==> src/rtl/mct_pkg.sv <==
// shared types, codes and helpers of the multi-channel timeout table
`default_nettype none
package mct_pkg;
	localparam int OP_W     = 4;
	localparam int ID_W     = 4;
	localparam int STAMP_W  = 48;
	localparam int PERIOD_W = 32;
	localparam int STAT_W   = 2;

	localparam int DEF_CHANNELS = 16;
	localparam int MAX_FIRES    = 16;
	localparam int FW           = $clog2(MAX_FIRES + 1);

	localparam logic [OP_W-1:0] OP_REGISTER  = 4'd0;
	localparam logic [OP_W-1:0] OP_CHANGE    = 4'd1;
	localparam logic [OP_W-1:0] OP_RESET     = 4'd2;
	localparam logic [OP_W-1:0] OP_PAUSE     = 4'd3;
	localparam logic [OP_W-1:0] OP_START     = 4'd4;
	localparam logic [OP_W-1:0] OP_PAUSE_ALL = 4'd5;
	localparam logic [OP_W-1:0] OP_START_ALL = 4'd6;
	localparam logic [OP_W-1:0] OP_QUERY     = 4'd7;
	localparam logic [OP_W-1:0] OP_TICK      = 4'd8;

	localparam logic [STAT_W-1:0] ST_OK      = 2'd0;
	localparam logic [STAT_W-1:0] ST_UNKNOWN = 2'd1;
	localparam logic [STAT_W-1:0] ST_FULL    = 2'd2;

	localparam logic KIND_ACK  = 1'b0;
	localparam logic KIND_FIRE = 1'b1;

	// one channel record as kept in the table memory
	typedef struct packed {
		logic [PERIOD_W-1:0] period;
		logic [STAMP_W-1:0]  rst;
		logic [STAMP_W-1:0]  fire;
		logic                run;
		logic                shot;
	} mct_rec_t;

	typedef struct packed {
		logic latch;
		logic rd;
		logic ev;
		logic ack;
		logic fin;
	} mct_cmd_t;

	typedef struct packed {
		logic is_chan;
		logic is_scan;
		logic is_tick;
		logic known;
		logic used_zero;
		logic last;
		logic out_free;
	} mct_sts_t;

	function automatic logic elapsed(input logic [STAMP_W-1:0] now,
		input logic [STAMP_W-1:0] then_t, input logic [PERIOD_W-1:0] len);
		logic [STAMP_W-1:0] diff;
		diff = now - then_t;
		return (now >= then_t) && (diff >= STAMP_W'(len));
	endfunction

	function automatic logic op_is_chan(input logic [OP_W-1:0] op);
		return op == OP_CHANGE || op == OP_RESET || op == OP_PAUSE ||
			op == OP_START || op == OP_QUERY;
	endfunction

	function automatic logic op_is_scan(input logic [OP_W-1:0] op);
		return op == OP_PAUSE_ALL || op == OP_START_ALL || op == OP_TICK;
	endfunction
endpackage
`default_nettype wire

==> src/rtl/mct_dpath.sv <==
// datapath: channel memory, timeout compare, pending fire and result register
`default_nettype none
module mct_dpath
	import mct_pkg::*;
#(
	parameter int CHANNELS = DEF_CHANNELS
) (
	input  wire                 clk,
	input  wire                 arst_n,
	input  wire mct_cmd_t       cmd,
	output mct_sts_t            sts,
	input  wire [OP_W-1:0]      op,
	input  wire [ID_W-1:0]      chan,
	input  wire [STAMP_W-1:0]   stamp_in,
	input  wire [PERIOD_W-1:0]  period,
	input  wire                 single_shot,
	input  wire                 run_now,
	output logic                out_valid,
	input  wire                 out_ready,
	output logic                kind,
	output logic [ID_W-1:0]     entry_id,
	output logic [STAMP_W-1:0]  stamp_out,
	output logic                is_running,
	output logic [STAT_W-1:0]   status,
	output logic                final_res
);
	localparam int IW = (CHANNELS > 1) ? $clog2(CHANNELS) : 1;
	localparam int UW = $clog2(CHANNELS + 1);
	localparam int KW = (UW > ID_W) ? UW : ID_W;

	mct_rec_t mem_q [CHANNELS];
	mct_rec_t rd_q;
	mct_rec_t wr_rec;

	logic [OP_W-1:0]     op_q;
	logic [ID_W-1:0]     chan_q;
	logic [STAMP_W-1:0]  stamp_q;
	logic [PERIOD_W-1:0] per_q;
	logic                shot_q;
	logic                run_q;
	logic [UW-1:0]       used_q;
	logic [IW-1:0]       idx_q;
	logic [FW-1:0]       nfire_q;
	logic                pend_v_q;
	logic [ID_W-1:0]     pend_id_q;
	logic [STAMP_W-1:0]  pend_stamp_q;

	logic          full;
	logic          fire;
	logic          wr_en;
	logic [IW-1:0] wr_addr;
	logic [UW:0]   idx_nx;
	logic          push;
	logic          emit;

	assign full   = used_q == UW'(CHANNELS);
	assign fire   = rd_q.run && elapsed(stamp_q, rd_q.rst, rd_q.period) &&
		elapsed(stamp_q, rd_q.fire, rd_q.period);
	assign idx_nx = (UW+1)'(idx_q) + (UW+1)'(1);

	assign sts.is_chan   = op_is_chan(op_q);
	assign sts.is_scan   = op_is_scan(op_q);
	assign sts.is_tick   = op_q == OP_TICK;
	assign sts.known     = KW'(chan_q) < KW'(used_q);
	assign sts.used_zero = used_q == '0;
	assign sts.last      = (idx_nx >= (UW+1)'(used_q)) ||
		(op_q == OP_TICK && fire && nfire_q == FW'(MAX_FIRES - 1));
	assign sts.out_free  = !out_valid || out_ready;

	// record after the operation on the entry just read
	always_comb begin
		wr_rec = rd_q;
		case (op_q)
			OP_CHANGE: begin
				wr_rec.shot   = shot_q;
				wr_rec.run    = run_q;
				wr_rec.period = per_q;
				wr_rec.rst    = stamp_q;
			end
			OP_RESET: wr_rec.rst = stamp_q;
			OP_PAUSE, OP_PAUSE_ALL: wr_rec.run = 1'b0;
			OP_START, OP_START_ALL: begin
				wr_rec.run = 1'b1;
				wr_rec.rst = stamp_q;
			end
			OP_TICK: begin
				if (fire) begin
					wr_rec.fire = stamp_q;
					if (rd_q.shot) wr_rec.run = 1'b0;
				end
			end
			OP_REGISTER: begin
				wr_rec.period = per_q;
				wr_rec.rst    = stamp_q;
				wr_rec.fire   = stamp_q;
				wr_rec.run    = run_q;
				wr_rec.shot   = shot_q;
			end
			default: wr_rec = rd_q;
		endcase
	end

	assign wr_en = (cmd.ev && op_q != OP_QUERY) ||
		(cmd.ack && op_q == OP_REGISTER && !full);
	assign wr_addr = cmd.ack ? IW'(used_q) : idx_q;

	always_ff @(posedge clk) begin
		if (wr_en) mem_q[wr_addr] <= wr_rec;
		if (cmd.rd) rd_q <= mem_q[idx_q];
	end

	always_ff @(posedge clk) begin
		if (cmd.latch) begin
			op_q    <= op;
			chan_q  <= chan;
			stamp_q <= stamp_in;
			per_q   <= period;
			shot_q  <= single_shot;
			run_q   <= run_now;
		end
		if (cmd.ev && op_q == OP_TICK && fire) begin
			pend_id_q    <= ID_W'(idx_q);
			pend_stamp_q <= rd_q.rst;
		end
	end

	always_ff @(posedge clk or negedge arst_n) begin
		if (!arst_n) begin
			used_q   <= '0;
			idx_q    <= '0;
			nfire_q  <= '0;
			pend_v_q <= 1'b0;
		end else begin
			if (cmd.latch) begin
				idx_q    <= op_is_chan(op) ? IW'(chan) : '0;
				nfire_q  <= '0;
				pend_v_q <= 1'b0;
			end
			if (cmd.ev && sts.is_scan) idx_q <= IW'(idx_nx);
			if (cmd.ev && op_q == OP_TICK && fire) begin
				nfire_q  <= nfire_q + FW'(1);
				pend_v_q <= 1'b1;
			end
			if (cmd.fin) pend_v_q <= 1'b0;
			if (cmd.ack && op_q == OP_REGISTER && !full) used_q <= used_q + UW'(1);
		end
	end

	assign push = cmd.ev && op_q == OP_TICK && fire && pend_v_q;
	assign emit = cmd.ack || cmd.fin || push;

	always_ff @(posedge clk or negedge arst_n) begin
		if (!arst_n) begin
			out_valid <= 1'b0;
		end else if (emit) begin
			out_valid <= 1'b1;
		end else if (out_ready) begin
			out_valid <= 1'b0;
		end
	end

	always_ff @(posedge clk) begin
		if (emit) begin
			kind       <= KIND_ACK;
			entry_id   <= '0;
			stamp_out  <= '0;
			is_running <= 1'b0;
			status     <= ST_OK;
			final_res  <= 1'b1;
			if (push || (cmd.fin && pend_v_q)) begin
				kind      <= KIND_FIRE;
				entry_id  <= pend_id_q;
				stamp_out <= pend_stamp_q;
				final_res <= cmd.fin;
			end else if (cmd.ack) begin
				if (op_q == OP_REGISTER) begin
					if (full) status <= ST_FULL;
					else entry_id <= ID_W'(used_q);
				end else if (sts.is_chan) begin
					entry_id <= chan_q;
					if (!sts.known) begin
						status <= ST_UNKNOWN;
					end else if (op_q == OP_QUERY) begin
						stamp_out  <= rd_q.rst;
						is_running <= rd_q.run;
					end
				end
			end
		end
	end
endmodule
`default_nettype wire

==> config.mk <==
export PLATFORM = sky130hd
export DESIGN_NAME = mct_dpath
export DESIGN_NICKNAME = d
export VERILOG_FILES = /design/src/rtl/mct_pkg.sv /design/src/rtl/mct_dpath.sv
export SDC_FILE = /design/constraint.sdc
export NUM_CORES = 2
export LEC_CHECK = 0
export BUFFER_PORTS_ARGS = -buffer_cell sky130_fd_sc_hd__buf_2
export CAP_MARGIN = 20
export CORE_ASPECT_RATIO = 0.7
export CORE_MARGIN = 5
export CORE_UTILIZATION = 54
export DETAILED_ROUTE_END_ITERATION = 10
export HOLD_SLACK_MARGIN = 0.03
export PLACE_DENSITY_LB_ADDON = 0.05
export SLEW_MARGIN = 20
export SYNTH_ARGS = -nofsm -noshare
export SYNTH_HDL_FRONTEND = slang
export SYNTH_SLANG_ARGS = --single-unit
==> constraint.sdc <==
create_clock -name clk -period 11.3 [get_ports clk]
set_input_delay 1.695 -clock clk [delete_from_list [all_inputs] [get_ports clk]]
set_output_delay 1.695 -clock clk [all_outputs]
set_load 0.05 [all_outputs]
==> qor.csv <==
stage,metric,value,unit
run,MaxCap Viol Count,0,
critical_path,worst path required time,9610,ps
finish,# fillers,13100,
power_and_ir_drop,Peak VDD IR,0.160,mV
synthesis,share of the synthesized area in the top cell type,72.6,%
detailed_routing,Via density,6.54,
floorplanning,Starting Density,54.5,%
clock_tree,post-CTS setup buffer count,0,
sta,Setup Viol. Count Final,0,
power_and_ir_drop,leakage,36.5,nW
clock_tree,htree depth,4,
global_route,GRT overflow,0,
detailed_routing,Pre-Repair DR Iteration Count,6,
power_and_ir_drop,Pwr Density,207,nW/µm²
hold_path,hold wc startpoint,rd_q[59],
clock_tree,"Hold-fix buffers, CTS",0,
floorplanning,Site Rows,131,
critical_path,Critical R2R Launch,stamp_q[7],
floorplanning,Chip Width,523,µm
critical_path,CP Capture Type,output port,
finish,Final Cell Area,111000,µm²
power_and_ir_drop,Switching Fraction,27.6,%
sta,Tightest Pin Transition,1090,ps
placed_design,pre-CTS worst setup slack,3970,ps
sta,f_max,0.122,GHz
synthesis,Post-Syn Area,99700,µm²
sta,Slew headroom,27.3,%
synthesis,Synth Warn #,0,
placed_design,RD Place Congestion,0.941,
detailed_routing,via count,51900,
detailed_routing,Routed Wire Length,270000,µm
power_and_ir_drop,Clk pwr share,32.3,%
clock_tree,CTS resizes,0,
sta,fin crit share,72.8,%
hold_path,hold depth,0,
synthesis,main area contributors after synthesis,"edfxtp_1 (73%), mux4_2 (15%), ha_1 (2.2%)",
sta,"Slew Viols, Final",0,
hold_path,hold endpoint,pend_stamp_q[9],
synthesis,dominant cell type by area after synthesis,edfxtp_1,
critical_path,Critical Path Fanout Max,9,
sta,final worst slack,3070,ps
synthesis,Commonest cells post-synth,"edfxtp_1 (2409), mux4_2 (650), nand2_1 (184), ha_1 (173), clkbuf_1 (167)",
sta,hold_ws,495,ps
global_route,vias in the first global route,50800,
sta,RSZ-0062 raised after global routing,no,
finish,layout cell share with drive strength beyond 1,25.5,%
synthesis,total nets after synthesis,5291,
synthesis,Mean Syn Cell Area,19.9,µm²
global_route,largest net degree at the start of global routing,126,
floorplanning,Die Ht,369,µm
hold_path,Worst Hold Class,reg2reg,
sta,setup TNS,0,ps
synthesis,"Seq/Total Area, Yosys",73.0,%
clock_tree,worst-skew pair later-pin latency,850,ps
clock_tree,CTS sink count,2425,
sta,Fin. Hold Viols,0,
floorplanning,die area,193000,µm²
placed_design,hpwl dp,160000,µm
finish,Layout area overhead,11.5,%
detailed_routing,# DRC,0,
sta,fin crit period,8230,ps
placed_design,Port Buffer Count,162,
critical_path,Worst Path Arrival,6530,ps
clock_tree,Max Buffers Root-to-Sink,3,
power_and_ir_drop,Comb pwr share,19.0,%
power_and_ir_drop,Reg power frac,48.7,%
synthesis,Main synth FF type,edfxtp_1,
detailed_routing,Initial DRC Count,6547,
status,status,"finished, final reports clean",
critical_path,crit start category,flop,
floorplanning,CORE AREA,183000,µm²
power_and_ir_drop,NetSw,6.34,mW
sta,Fin Clk Skew,47.2,ps
power_and_ir_drop,Power Internal,16.6,mW
clock_tree,Root Buffer,clkbuf_16,
synthesis,Post-synth ARST share,0.660,%
global_route,Total GRT Usage,28.1,%
global_route,first-pass GRT wire length,384000,µm
synthesis,"count leader, synth",edfxtp_1,
finish,layout net count,5560,
critical_path,r2r worst-path depth,24,
clock_tree,clock slew at reported path FFs,60,ps
synthesis,Synth Instances,5018,
detailed_routing,ANT nets after route,0,
placed_design,placed inst area,104000,µm²
clock_tree,CTS Buf Count,217,
floorplanning,Ports,163,
critical_path,worst r2r dst,mem_q[15][23],
global_route,initial antenna violation count,24,
critical_path,Worst Setup Path Type,reg2out,
synthesis,distinct cell type count of the synthesized netlist,73,
placed_design,Placed Cells,7527,
clock_tree,CTS tree,yes,
detailed_routing,per-cell routed wire length,34.0,µm
synthesis,#FFs+latches synth,2425,
synthesis,"EDFF count, synth",2409,
critical_path,FF-to-FF setup slack,3870,ps
finish,Non-Filler Instances,7942,
## cells by family after synthesis
| kind of cell | count (synthesis) | share of synthesized area [%] |
|---|---|---|
| buffers and inverters | 398 | 1.53 |
| AOI/OAI and AO/OA | 556 | 3.49 |
| DFF | 2425 | 73.0 |
| and+or+nand+nor | 626 | 3.10 |
| muxes | 760 | 16.0 |
| adders and majority gates | 175 | 2.21 |
| xor gates and xnor gates | 78 | 0.685 |
## worst max-delay path, cell delays in order, from the launching register on
cell,delay (ps)
edfxtp_1,480
ha_1,440
a211o_1,330
a21oi_1,220
nand4b_1,160
a21oi_1,620
nand2_1,100
a21boi_0,410
nor2_1,100
nor2_1,120
xnor2_1,160
ha_1,270
nand4_1,130
nor4_1,100
a22oi_1,150
o21ai_0,100
a2111oi_0,340
nand4_1,140
nor4_1,260
and4b_1,230
nand2_1,100
nand3_2,290
o21ai_0,180
buf_2,240
## stage by stage
step           power (mW)  utilization [%]
3_5_place_dp         15.7             56.8
6_report             23.0             60.8
2_1_floorplan        14.1                -
5_1_grt              23.8             60.7
3_3_place_gp         15.7             56.8
4_1_cts              23.1             60.7
## power groups by stage
stage	Clock [mW]	Sequential, mW	Combinational (mW)
6_report	7.42	11.2	4.35
3_3_place_gp	0	11.4	4.30
2_1_floorplan	0	11.3	2.82
5_1_grt	7.95	11.2	4.65
3_5_place_dp	0	11.4	4.31
4_1_cts	7.55	11.2	4.32
## layout by cell type, fill, tap and decap left out, types with 12 or more instances in the layout
cell type	count
nand2b_1	31
nor3_1	41
mux2_2	77
a21o_1	91
nor2_4	17
mux2_4	19
xor2_1	30
bufinv_16	24
clkinv_1	54
inv_1	155
buf_2	160
and3_1	63
nand4_1	61
nand3_1	25
ha_1	173
edfxtp_1	2409
clkinvlp_4	12
a21oi_1	162
clkbuf_1	38
dfrtp_1	12
mux2i_1	13
xnor2_1	48
clkbuf_16	220
nor2b_1	14
a211oi_1	19
o211ai_1	12
o21a_1	19
clkinv_2	40
nor2_1	121
nor4_1	19
o21ai_0	143
nand2_1	183
buf_12	12
buf_4	118
mux4_2	650
## sequential cells by signal, indices dropped and copies added, names as in the netlist, 5 cells and up
| register | cells |
|---|---|
| mem_q | 2080 |
| rd_q | 130 |
| pend_stamp_q | 48 |
| stamp_out | 48 |
| stamp_q | 48 |
| per_q | 32 |
| nfire_q | 5 |
| used_q | 5 |
## per-layer routing
metal  routed length, µm  vias to the layer above  global-route usage, %
met2              124000                     2349                   42.1
met5                  13                        -                      0
met3               23000                      296                   4.72
met1              119000                    28000                   44.2
li1                    -                    21300                      -
met4                4570                        2                   5.46
## worst max path at each step
stage | from | endpoint | slack [ps] | depth (start not counted)
2_1_floorplan | stamp_q[7] | entry_id[0] | 2890 | 23
3_3_place_gp | stamp_q[7] | stamp_out[26] | 3870 | 24
3_5_place_dp | stamp_q[7] | mem_q[15][21] | 3970 | 24
4_1_cts | stamp_q[7] | sts[1] | 3040 | 23
5_1_grt | rd_q[57] | sts[1] | 2510 | 24
6_report | stamp_q[7] | sts[1] | 3070 | 23
## area by class of cell
cell class                 count  area (µm²)  share of cell area (%)
sequential                  2425       72800                    65.5
timing repair buffer         293        1980                    1.78
clock inverter               147        1470                    1.32
multi-input combinational   2195       25600                    23.0
inverter                     155         582                   0.524
antenna                        9        22.5                  0.0203
clock buffer                 258        5650                    5.08
tap                         2460        3080                    2.77
Power figures use the tool's default switching activity.
