## config.mk

```make
export PLATFORM = sky130hd
export DESIGN_NAME = mct_ctrl
export DESIGN_NICKNAME = d
export VERILOG_FILES = /design/src/rtl/mct_pkg.sv /design/src/rtl/mct_ctrl.sv
export SDC_FILE = /design/constraint.sdc
export NUM_CORES = 1
export LEC_CHECK = 0
export ABC_AREA = 1
export ABC_CLOCK_PERIOD_IN_PS = 900
export BUFFER_PORTS_ARGS = -buffer_cell sky130_fd_sc_hd__buf_2
export CAP_MARGIN = 10
export CORE_AREA = 2 2 39 41
export DETAILED_ROUTE_END_ITERATION = 16
export DIE_AREA = 0 0 41 43
export PLACE_DENSITY = 0.59
export REMOVE_ABC_BUFFERS = 1
export SLEW_MARGIN = 20
export SYNTH_ARGS = -nofsm -noshare
export SYNTH_HDL_FRONTEND = slang
export SYNTH_SLANG_ARGS = --single-unit
export TNS_END_PERCENT = 50
```

## constraint.sdc

```tcl
create_clock -name clk -period 0.9 [get_ports clk]
set_input_delay 0.18 -clock clk [delete_from_list [all_inputs] [get_ports clk]]
set_output_delay 0.18 -clock clk [all_outputs]
set_load 0.01 [all_outputs]
```

## src/rtl/mct_pkg.sv

```systemverilog
// shared types, codes and helpers of the multi-channel timeout table
`default_nettype none
package mct_pkg;
	localparam int OP_W     = 4;
	localparam int ID_W     = 4;
	localparam int STAMP_W  = 48;
	localparam int PERIOD_W = 32;
	localparam int STAT_W   = 2;

	localparam int DEF_CHANNELS = 16;
	localparam int MAX_FIRES    = 16;
	localparam int FW           = $clog2(MAX_FIRES + 1);

	localparam logic [OP_W-1:0] OP_REGISTER  = 4'd0;
	localparam logic [OP_W-1:0] OP_CHANGE    = 4'd1;
	localparam logic [OP_W-1:0] OP_RESET     = 4'd2;
	localparam logic [OP_W-1:0] OP_PAUSE     = 4'd3;
	localparam logic [OP_W-1:0] OP_START     = 4'd4;
	localparam logic [OP_W-1:0] OP_PAUSE_ALL = 4'd5;
	localparam logic [OP_W-1:0] OP_START_ALL = 4'd6;
	localparam logic [OP_W-1:0] OP_QUERY     = 4'd7;
	localparam logic [OP_W-1:0] OP_TICK      = 4'd8;

	localparam logic [STAT_W-1:0] ST_OK      = 2'd0;
	localparam logic [STAT_W-1:0] ST_UNKNOWN = 2'd1;
	localparam logic [STAT_W-1:0] ST_FULL    = 2'd2;

	localparam logic KIND_ACK  = 1'b0;
	localparam logic KIND_FIRE = 1'b1;

	// one channel record as kept in the table memory
	typedef struct packed {
		logic [PERIOD_W-1:0] period;
		logic [STAMP_W-1:0]  rst;
		logic [STAMP_W-1:0]  fire;
		logic                run;
		logic                shot;
	} mct_rec_t;

	typedef struct packed {
		logic latch;
		logic rd;
		logic ev;
		logic ack;
		logic fin;
	} mct_cmd_t;

	typedef struct packed {
		logic is_chan;
		logic is_scan;
		logic is_tick;
		logic known;
		logic used_zero;
		logic last;
		logic out_free;
	} mct_sts_t;

	function automatic logic elapsed(input logic [STAMP_W-1:0] now,
		input logic [STAMP_W-1:0] then_t, input logic [PERIOD_W-1:0] len);
		logic [STAMP_W-1:0] diff;
		diff = now - then_t;
		return (now >= then_t) && (diff >= STAMP_W'(len));
	endfunction

	function automatic logic op_is_chan(input logic [OP_W-1:0] op);
		return op == OP_CHANGE || op == OP_RESET || op == OP_PAUSE ||
			op == OP_START || op == OP_QUERY;
	endfunction

	function automatic logic op_is_scan(input logic [OP_W-1:0] op);
		return op == OP_PAUSE_ALL || op == OP_START_ALL || op == OP_TICK;
	endfunction
endpackage
`default_nettype wire

```

## src/rtl/mct_ctrl.sv

```systemverilog
// controller: sequences reads, updates and results for one item at a time
`default_nettype none
module mct_ctrl
	import mct_pkg::*;
(
	input  wire           clk,
	input  wire           arst_n,
	input  wire           in_valid,
	output logic          in_ready,
	input  wire mct_sts_t sts,
	output mct_cmd_t      cmd
);
	localparam logic [2:0] S_IDLE = 3'd0;
	localparam logic [2:0] S_DISP = 3'd1;
	localparam logic [2:0] S_READ = 3'd2;
	localparam logic [2:0] S_EVAL = 3'd3;
	localparam logic [2:0] S_ACK  = 3'd4;
	localparam logic [2:0] S_FIN  = 3'd5;

	logic [2:0] state_q;
	logic [2:0] state_nx;

	always_comb begin
		state_nx = state_q;
		cmd      = '0;
		in_ready = 1'b0;
		case (state_q)
			S_IDLE: begin
				in_ready = 1'b1;
				if (in_valid) begin
					cmd.latch = 1'b1;
					state_nx  = S_DISP;
				end
			end
			S_DISP: begin
				if ((sts.is_chan && sts.known) || (sts.is_scan && !sts.used_zero))
					state_nx = S_READ;
				else if (sts.is_tick)
					state_nx = S_FIN;
				else
					state_nx = S_ACK;
			end
			S_READ: begin
				cmd.rd   = 1'b1;
				state_nx = S_EVAL;
			end
			S_EVAL: begin
				if (sts.out_free) begin
					cmd.ev = 1'b1;
					if (!sts.is_scan) state_nx = S_ACK;
					else if (!sts.last) state_nx = S_READ;
					else if (sts.is_tick) state_nx = S_FIN;
					else state_nx = S_ACK;
				end
			end
			S_ACK: begin
				if (sts.out_free) begin
					cmd.ack  = 1'b1;
					state_nx = S_IDLE;
				end
			end
			S_FIN: begin
				if (sts.out_free) begin
					cmd.fin  = 1'b1;
					state_nx = S_IDLE;
				end
			end
			default: state_nx = S_IDLE;
		endcase
	end

	always_ff @(posedge clk or negedge arst_n) begin
		if (!arst_n) state_q <= S_IDLE;
		else state_q <= state_nx;
	end
endmodule
`default_nettype wire

```

==> metrics, run 1 <==
status finished with violations; failing checks negative setup slack; CP Capture Type primary output; Starting Density 20.9%; max FFs per register 3; fin crit share 152%; post-synthesis mux area share 0%; global-route wire length before repair 1040 um; CTS Buffer Depth 2; worst-path fanout max 4; CP peak stage delay 0.43 ns; total core area 1380 um2; Nets 88; Ant. Diodes 0; initial antenna violation count 0; pre-CTS setup slack -0.244 ns; Static Leak 0.000294 uW; simple-gate share of the synthesized area 48.9%; vias 395; Pre-antenna DRT Iters 4; Hold Crit Class in2async; pin count of the biggest net entering global routing 8; initial drt markers 4; Worst-path clk slew 0.04 ns; non-filler cells, final 93; met1 GRT Util 9.03%; Compound-Gate Fraction of Synth Area 9.52%; number of cells produced by synthesis 49; placed cells 85; fmax 731 MHz; CTS tree yes; Largest Register state_q; Warnings, synthesis 0; Startpoint Class flop; antenna-violating nets left 0; GR Util met3 3.14%; largest family of logic cells by synthesized area simple AND/OR/NAND/NOR gates; aggregate global routing overflow 0; routed wire length 838 um; #FFs+latches synth 3; Worst Path Required 0.72 ns; Overall Global Routing Usage 8.94%; IO Pins 16; Final WS setup -0.467 ns; worst-margin pin slew 0.225 ns; Final Util 36.8%; RSZ-0062 raised after global routing true; floorplan row count 14; Avg Cell Area, Syn 5.90 um2; residual DRC count 0; top area cells in the synthesized netlist dfrtp_1 26%, nand2_1 16%, nor2_1 10%, inv_1 9.1%, nand3_1 6.9%; H-Tree Depth 1; clk_lat worst skew 0.23 ns; Adder-Cell Fraction of Synth Area 0%; slowest CP cell dfrtp_2; sum of buffers and inverters on the critical path 3; worst path arrival time 1.19 ns; post-synthesis xor/xnor area fraction 0%; CTS root buffer clkbuf_4; Pwr Density 2930 nW/um2; chip width 41 um; endpoints failing setup 9; Netlist cell types 16; vias in the first global route 302; Worst Clk Skew 0.00166 ns; Setup CP Type reg2out; Largest regs state_q: 3 flops; CTS sink count 3; ratio of cells with drive above 1 in the final layout 53.2%; minimum clock period 1.37 ns; Yosys top cell area share 26.0%; cts bufs inserted 3; DR WL/cell 9.01 um; routability cong. 0.772; final hold viol count 0; GR Layer Usage met2 14.4%; Slew Limit Headroom 84.8%; Max Cap Viol 0; crit-path cells nor3_4, buf_4, buf_6, buf_6; most used cell, CP buf_6; VDD IR-drop max 0.000937 V; fillers 167; most used routing layer met2; cell type with the highest aggregate area in the netlist dfrtp_1; IO Port Bufs 15; mapped cell area 289 um2; Pins Over Slew Limit 0; post-synthesis sequential area ratio 26.0%; synth-to-layout area growth 76.2%; hpwl dp 608 um; die area 1760 um2; Via density 4.25; die height 43 um; delay-heaviest family, CP flip-flops
==> metal layers <==
layer / wire length [um] / vias up
li1: - / 207
met1: 316 / 177
met2: 466 / 11
met3: 55 / 0
met4: 0 / 0
met5: 0 / -
==> kinds of logic after synthesis <==
family / after synthesis
and+or+nand+nor: 31
buffers and inverters: 10
AOI/OAI and AO/OA: 5
DFF: 3
==> path summary, 6_finish.rpt <==
check / cells after the start / to / slack [ns] / from
worst max-delay path: 4 / in_ready / -0.47 / state_q[2]
worst min-delay path: 2 / state_q[0] / 0.27 / arst_n
worst max register to register: 7 / state_q[0] / -0.31 / state_q[2]
worst min register to register: 3 / state_q[2] / 0.73 / state_q[2]
max in group asynchronous: 2 / state_q[2] / 0.51 / arst_n
min in group clk: 5 / state_q[0] / 0.34 / sts[4]
==> what timing repair did <==
item / CTS / global route
endpoints found under the setup margin: 9 / 9
setup buffers: 0 / 3
resized for setup: 4 / 7
hold buffers: 1 / 0
pin swaps: 2 / 2
hold endpoints to repair: 3 / 0
==> report_power, final <==
group          switching (uW)  total (uW)  internal (uW)
Combinational             460         963            503
Sequential               92.4         294            201
Clock                    69.2         235            166
==> placed cells by master, fill, tap and decap left out, drive strengths merged <==
master and count:
nand4 1, nand2 13, dfrtp 3, o21bai 1, nor3 2, o21ai 4
buf 24, clkbuf 4, nor2 10, nor4 1, dlygate4sd3 1, inv 9
nand3 4
==> metrics by stage <==
| step | TNS [ns] | power [uW] | hold slack (ns) | area [um2] |
|---|---|---|---|---|
| 2_1_floorplan | -1.24 | 674 | -0.116 | 278 |
| 5_1_grt | -3.91 | 1630 | 0.267 | 509 |
| 3_3_place_gp | -1.56 | 963 | -0.0215 | 418 |
| 3_5_place_dp | -1.63 | 972 | -0.0201 | 418 |
| 4_1_cts | -3.02 | 1290 | 0.261 | 469 |
| 6_report | -3.29 | 1490 | 0.271 | 509 |
==> synth_stat cells <==
master / number
nor3_1: 1
nor2_1: 8
o21bai_1: 1
nand3_1: 4
buf_6: 1
nand2_2: 1
inv_2: 2
nor4_1: 1
nand2_1: 12
nor2_2: 2
inv_1: 7
nand4_1: 1
o21ai_1: 1
nor3_2: 1
o21ai_0: 3
dfrtp_1: 3
==> final cells by class <==
type | count | area, um2 | area share, %
Multi-Input combinational cell | 36 | 188 | 36.9
Timing Repair Buffer | 25 | 163 | 31.9
Sequential cell | 3 | 78.8 | 15.5
Inverter | 9 | 33.8 | 6.63
Clock buffer | 4 | 26.3 | 5.16
Tap cell | 16 | 20.0 | 3.93
(Power assumes the default switching activity.)
==> inputs of run 2 (changes only) <==
--- a/config.mk
+++ b/config.mk
@@ -12,7 +12,7 @@
 export CORE_AREA = 2 2 39 41
 export DETAILED_ROUTE_END_ITERATION = 16
 export DIE_AREA = 0 0 41 43
-export PLACE_DENSITY = 0.59
+export PLACE_DENSITY_LB_ADDON = 0.15
 export REMOVE_ABC_BUFFERS = 1
 export SLEW_MARGIN = 20
 export SYNTH_ARGS = -nofsm -noshare
==> run 2 against run 1 <==
The run still ends with negative setup slack left. Clock skew shrank 0.00097 ns. Wire length down 13%. Critical endpoint is now cmd[4]. Cell count rose by 2.2%. Sequential share of layout area is 0.69 points lower. Non-clock buffer count up 2. Critical path type unchanged. Core utilization rose by 1.7 points. Total power rose by 2.1%. Worst setup slack improved by 0.034 ns.
==> metrics, run 2 (same netlist as run 1, synthesis figures left out) <==
residual DRC count 0 (unchanged); worst path arrival time 1.15 ns (was 1.19 ns); Worst Clk Skew 0.000689 ns (was 0.00166 ns); IO Port Bufs 15 (unchanged); CP Capture Point cmd[4] (was in_ready); CTS sink count 3 (unchanged); clk_lat worst skew 0.23 ns (about the same); aggregate global routing overflow 0 (unchanged); Slew Limit Headroom 84.2% (was 84.8%); synth-to-layout area growth 84.4% (was 76.2%); H-Tree Depth 1 (unchanged); ratio of cells with drive above 1 in the final layout 57.0% (was 53.2%); Setup CP Type reg2out (unchanged); die area 1760 um2 (unchanged); most common cell after layout, fill and taps aside buf_2 (unchanged); Pins Over Slew Limit 0 (unchanged); CTS Buffer Depth 2 (unchanged); Nets 90 (was 88); CTS tree yes (unchanged); cts bufs inserted 3 (unchanged); Via density 4.02 (was 4.25); Worst Path Required 0.72 ns (about the same); CTS root buffer clkbuf_4 (unchanged); Starting Density 20.9% (unchanged); Worst-path clk slew 0.03 ns (was 0.04 ns); Largest regs state_q: 3 flops (unchanged); Critical R2R Capture state_q[0] (unchanged); antenna-violating nets left 0 (unchanged); Ant. Diodes 0 (unchanged); max FFs per register 3 (unchanged); VDD IR-drop max 0.00115 V (was 0.000937 V); IO Pins 16 (unchanged); RSZ-0062 raised after global routing true (unchanged); hpwl dp 586 um (was 608 um); status finished with violations (unchanged); failing checks negative setup slack (unchanged); fillers 161 (was 167); floorplan row count 14 (unchanged); die height 43 um (unchanged); Final Util 38.5% (was 36.8%); pin count of the biggest net entering global routing 9 (was 8); pre-CTS setup slack -0.235 ns (was -0.244 ns); fin crit share 148% (was 152%); Static Leak 0.000308 uW (was 0.000294 uW); Reg2Reg Depth 7 (unchanged); final hold viol count 0 (unchanged); most frequent cells in the layout 14 x buf_2, 11 x buf_4, 9 x nand2_1, 7 x nor2_1, 6 x inv_1 (was 14 x buf_2, 10 x nand2_1, 8 x buf_4, 7 x nor2_1, 6 x inv_1); Pwr Density 2860 nW/um2 (was 2930 nW/um2); worst-margin pin slew 0.235 ns (was 0.225 ns); final hold slack 0.276 ns (was 0.271 ns); Final WS setup -0.433 ns (was -0.467 ns); initial drt markers 0 (was 4); fmax 750 MHz (was 731 MHz); Largest Register state_q (unchanged); Hold Crit Class in2async (unchanged); total core area 1380 um2 (unchanged); routed wire length 728 um (was 838 um); Startpoint Class flop (unchanged); endpoints failing setup 9 (unchanged); r2r startpoint state_q[0] (was state_q[2]); worst-path fanout max 6 (was 4); Critical path origin state_q[0] (was state_q[2]); routability cong. 0.737 (was 0.772); vias in the first global route 338 (was 302); Max Cap Viol 0 (unchanged); DR WL/cell 7.66 um (was 9.01 um); Overall Global Routing Usage 9.77% (was 8.94%); minimum clock period 1.33 ns (was 1.37 ns); initial antenna violation count 0 (unchanged); Pre-antenna DRT Iters 1 (was 4); Setup TNS -3.03 ns (was -3.29 ns); global-route wire length before repair 1240 um (was 1040 um); vias 382 (was 395); Reg2Reg Setup Slack -0.31 ns (about the same); CP Capture Type primary output (unchanged); chip width 41 um (unchanged)
==> run 2: critical path: stages, from the launching register on <==
cell and delay [ns]:
dfrtp_2 0.44, nor3_4 0.23, inv_2 0.06, nor2_2 0.07, buf_2 0.12
==> run 2: cell type report <==
type / count / area, um2 / share of cell area, %
clock buffers: 4 / 26.3 / 4.93
inverters: 9 / 33.8 / 6.34
multi-input cells: 36 / 200 / 37.6
flip-flops and latches: 3 / 78.8 / 14.8
well taps: 16 / 20.0 / 3.76
repair buffers: 27 / 174 / 32.6
==> run 2: power by group <==
| part | switching (uW) | internal [uW] |
|---|---|---|
| clock network | 63.8 | 166 |
| logic | 462 | 535 |
| registers | 95.3 | 201 |
==> run 2: what timing repair did <==
item / CTS / global route
pin swaps: 3 / 3
buffers inserted: 2 / 4
gates resized for setup: 9 / 6
hold buffers: 1 / 0
endpoints found under the setup margin: 9 / 9
hold endpoints to repair: 3 / 0
==> run 2: how the worst min path moves through the flow <==
| stage | endpoint | slack, ns | cells after the start |
|---|---|---|---|
| final | state_q[1] | 0.28 | 2 |
| after global routing | state_q[1] | 0.29 | 2 |
| after CTS | state_q[1] | 0.26 | 2 |
| after detailed placement | state_q[0] | -0.02 | 1 |
| after global placement | state_q[0] | -0.02 | 1 |
| after floorplan | state_q[0] | -0.12 | 0 |
==> run 2: metrics by stage <==
stage,area [um2],power (uW),instances
CTS,488,1350,91
global placement,410,930,84
floorplan,278,674,48
global route,533,1670,95
finish,533,1520,95
detailed placement,410,927,84
==> run 2: routing by layer <==
metal  GRT usage [%]  vias up  routed length (um)
met2            15.0        8                 386
met3               0        0                  39
met5               0        -                   0
met1            13.0      161                 302
met4            6.00        0                   0
li1                -      213                   -
==> inputs of run 3 (changes only) <==
--- a/config.mk
+++ b/config.mk
@@ -9,10 +9,11 @@
 export ABC_CLOCK_PERIOD_IN_PS = 900
 export BUFFER_PORTS_ARGS = -buffer_cell sky130_fd_sc_hd__buf_2
 export CAP_MARGIN = 10
-export CORE_AREA = 2 2 39 41
+export CORE_AREA = 5 5 42 44
 export DETAILED_ROUTE_END_ITERATION = 16
-export DIE_AREA = 0 0 41 43
+export DIE_AREA = 0 0 47 49
 export PLACE_DENSITY_LB_ADDON = 0.15
+export RECOVER_POWER = 25
 export REMOVE_ABC_BUFFERS = 1
 export SLEW_MARGIN = 20
 export SYNTH_ARGS = -nofsm -noshare
==> run 3 against run 2 <==
The run still ends with negative setup slack left. Clock power is essentially flat. Hold slack gained 0.0038 ns. Wire length grew 8.9%. First-iteration DRC count grew 2. Register-to-register slack gained 0.03 ns. Core utilization shrank 1.0 points. Clock skew grew 0.0019 ns. Largest cell class unchanged. Sequential cell count is the same. Clock-buffer cell count is the same. Sequential share of layout area is essentially flat. Non-clock buffer count is the same. Worst setup slack lost 0.011 ns.
==> metrics, run 3 (same netlist as run 1, synthesis figures left out) <==
Hold Crit Class in2async (unchanged); RSZ-0062 raised after global routing true (unchanged); Pre-antenna DRT Iters 4 (was 1); DR WL/cell 8.35 um (was 7.66 um); Via density 4.05 (was 4.02); IO Port Bufs 15 (unchanged); hpwl dp 633 um (was 586 um); initial drt markers 2 (was 0); Reg2Reg Depth 7 (unchanged); Slew Limit Headroom 86.3% (was 84.2%); cts bufs inserted 3 (unchanged); Overall Global Routing Usage 7.55% (was 9.77%); endpoints failing setup 9 (unchanged); status finished with violations (unchanged); Pins Over Slew Limit 0 (unchanged); die area 2300 um2 (was 1760 um2); synth-to-layout area growth 81.8% (was 84.4%); floorplan row count 14 (unchanged); worst-path fanout max 5 (was 6); final hold viol count 0 (unchanged); H-Tree Depth 1 (unchanged); fin crit share 149% (was 148%); routability cong. 0.705 (was 0.737); Static Leak 0.000304 uW (was 0.000308 uW); Starting Density 20.6% (was 20.9%); worst-margin pin slew 0.204 ns (was 0.235 ns); Worst Clk Skew 0.00262 ns (was 0.000689 ns); residual DRC count 0 (unchanged); IO Pins 16 (unchanged); routed wire length 793 um (was 728 um); chip width 47 um (was 41 um); Largest Register state_q (unchanged); initial antenna violation count 0 (unchanged); minimum clock period 1.34 ns (was 1.33 ns); pre-CTS setup slack -0.253 ns (was -0.235 ns); CTS sink count 3 (unchanged); global-route wire length before repair 1300 um (was 1240 um); CTS root buffer clkbuf_4 (unchanged); Setup CP Type reg2out (unchanged); fillers 161 (unchanged); Largest regs state_q: 3 flops (unchanged); Startpoint Class flop (unchanged); Pwr Density 2770 nW/um2 (was 2860 nW/um2); Nets 90 (unchanged); most frequent cells in the layout 13 x buf_2, 10 x nand2_1, 10 x buf_4, 7 x inv_1, 7 x nor2_1 (was 14 x buf_2, 11 x buf_4, 9 x nand2_1, 7 x nor2_1, 6 x inv_1); CTS tree yes (unchanged); worst path arrival time 1.16 ns (was 1.15 ns); CTS Buffer Depth 2 (unchanged); Area after DPL 410 um2 (unchanged); vias in the first global route 343 (was 338); Worst-path clk slew 0.04 ns (was 0.03 ns); vias 385 (was 382); Ant. Diodes 0 (unchanged); clk_lat worst skew 0.23 ns (about the same); die height 49 um (was 43 um); Worst Path Required 0.72 ns (about the same); VDD IR-drop max 0.00115 V (about the same); Reg2Reg Setup Slack -0.28 ns (was -0.31 ns); failing checks negative setup slack (unchanged); Max Cap Viol 0 (unchanged); most common cell after layout, fill and taps aside buf_2 (unchanged); Final Cell Area 526 um2 (was 533 um2); aggregate global routing overflow 0 (unchanged); CP Capture Type primary output (unchanged); ratio of cells with drive above 1 in the final layout 51.9% (was 57.0%); max FFs per register 3 (unchanged); fmax 744 MHz (was 750 MHz); total core area 1400 um2 (was 1380 um2); antenna-violating nets left 0 (unchanged); Final WS setup -0.445 ns (was -0.433 ns); pin count of the biggest net entering global routing 8 (was 9)
run 3: timing repair:
| action | 4_1_cts | 5_1_grt |
|---|---|---|
| gates resized for setup | 7 | 4 |
| buffers inserted | 4 | 2 |
| hold buffers | 1 | 0 |
| hold endpoints to repair | 3 | 0 |
| setup endpoints to repair | 9 | 9 |
| pin swaps | 2 | 1 |
run 3: metrics by stage:
stage | cells | hold slack, ns | power (uW) | setup TNS (ns) | utilization (%)
2_1_floorplan | 48 | -0.116 | 674 | -1.24 | -
3_3_place_gp | 84 | -0.0221 | 920 | -1.77 | 29.3
3_5_place_dp | 84 | -0.0237 | 912 | -1.63 | 29.3
4_1_cts | 93 | 0.254 | 1370 | -3.21 | 35.5
5_1_grt | 95 | 0.298 | 1600 | -3.67 | 37.5
6_report | 95 | 0.280 | 1460 | -3.12 | 37.5
run 3: power by group:
group	internal (uW)	leakage (uW)	total [uW]	switching [uW]
Clock	166	0.0000150	232	66.2
Sequential	198	0.0000358	276	77.7
Combinational	497	0.000253	947	450
Total	861	0.000304	1460	594
run 3: worst max-delay path, stage by stage, from the launching register on:
cell	delay, ns
dfrtp_2	0.43
buf_4	0.14
inv_2	0.05
nand2_2	0.07
nor3_2	0.09
buf_2	0.15
run 3: cell type report:
cell class / instances / area [um2] / area share [%]
Tap cell: 16 / 20.0 / 3.81
Multi-Input combinational cell: 36 / 191 / 36.4
Timing Repair Buffer: 27 / 176 / 33.6
Inverter: 9 / 33.8 / 6.43
Clock buffer: 4 / 26.3 / 5.00
Sequential cell: 3 / 77.6 / 14.8
run 3: worst paths after layout:
path	from	to
worst max-delay path	state_q[1]	cmd[0]
worst min-delay path	arst_n	state_q[1]
worst max register to register	state_q[1]	state_q[0]
worst min register to register	state_q[0]	state_q[0]
max in group asynchronous	arst_n	state_q[0]
min in group clk	sts[4]	state_q[0]
run 3: metal layers:
layer | global-route usage (%) | wire (um) | vias up
met3 | 1.11 | 56 | 0
met2 | 11.5 | 391 | 8
li1 | - | - | 211
met1 | 9.07 | 345 | 166
met5 | 0 | 0 | -
met4 | 5.53 | 0 | 0
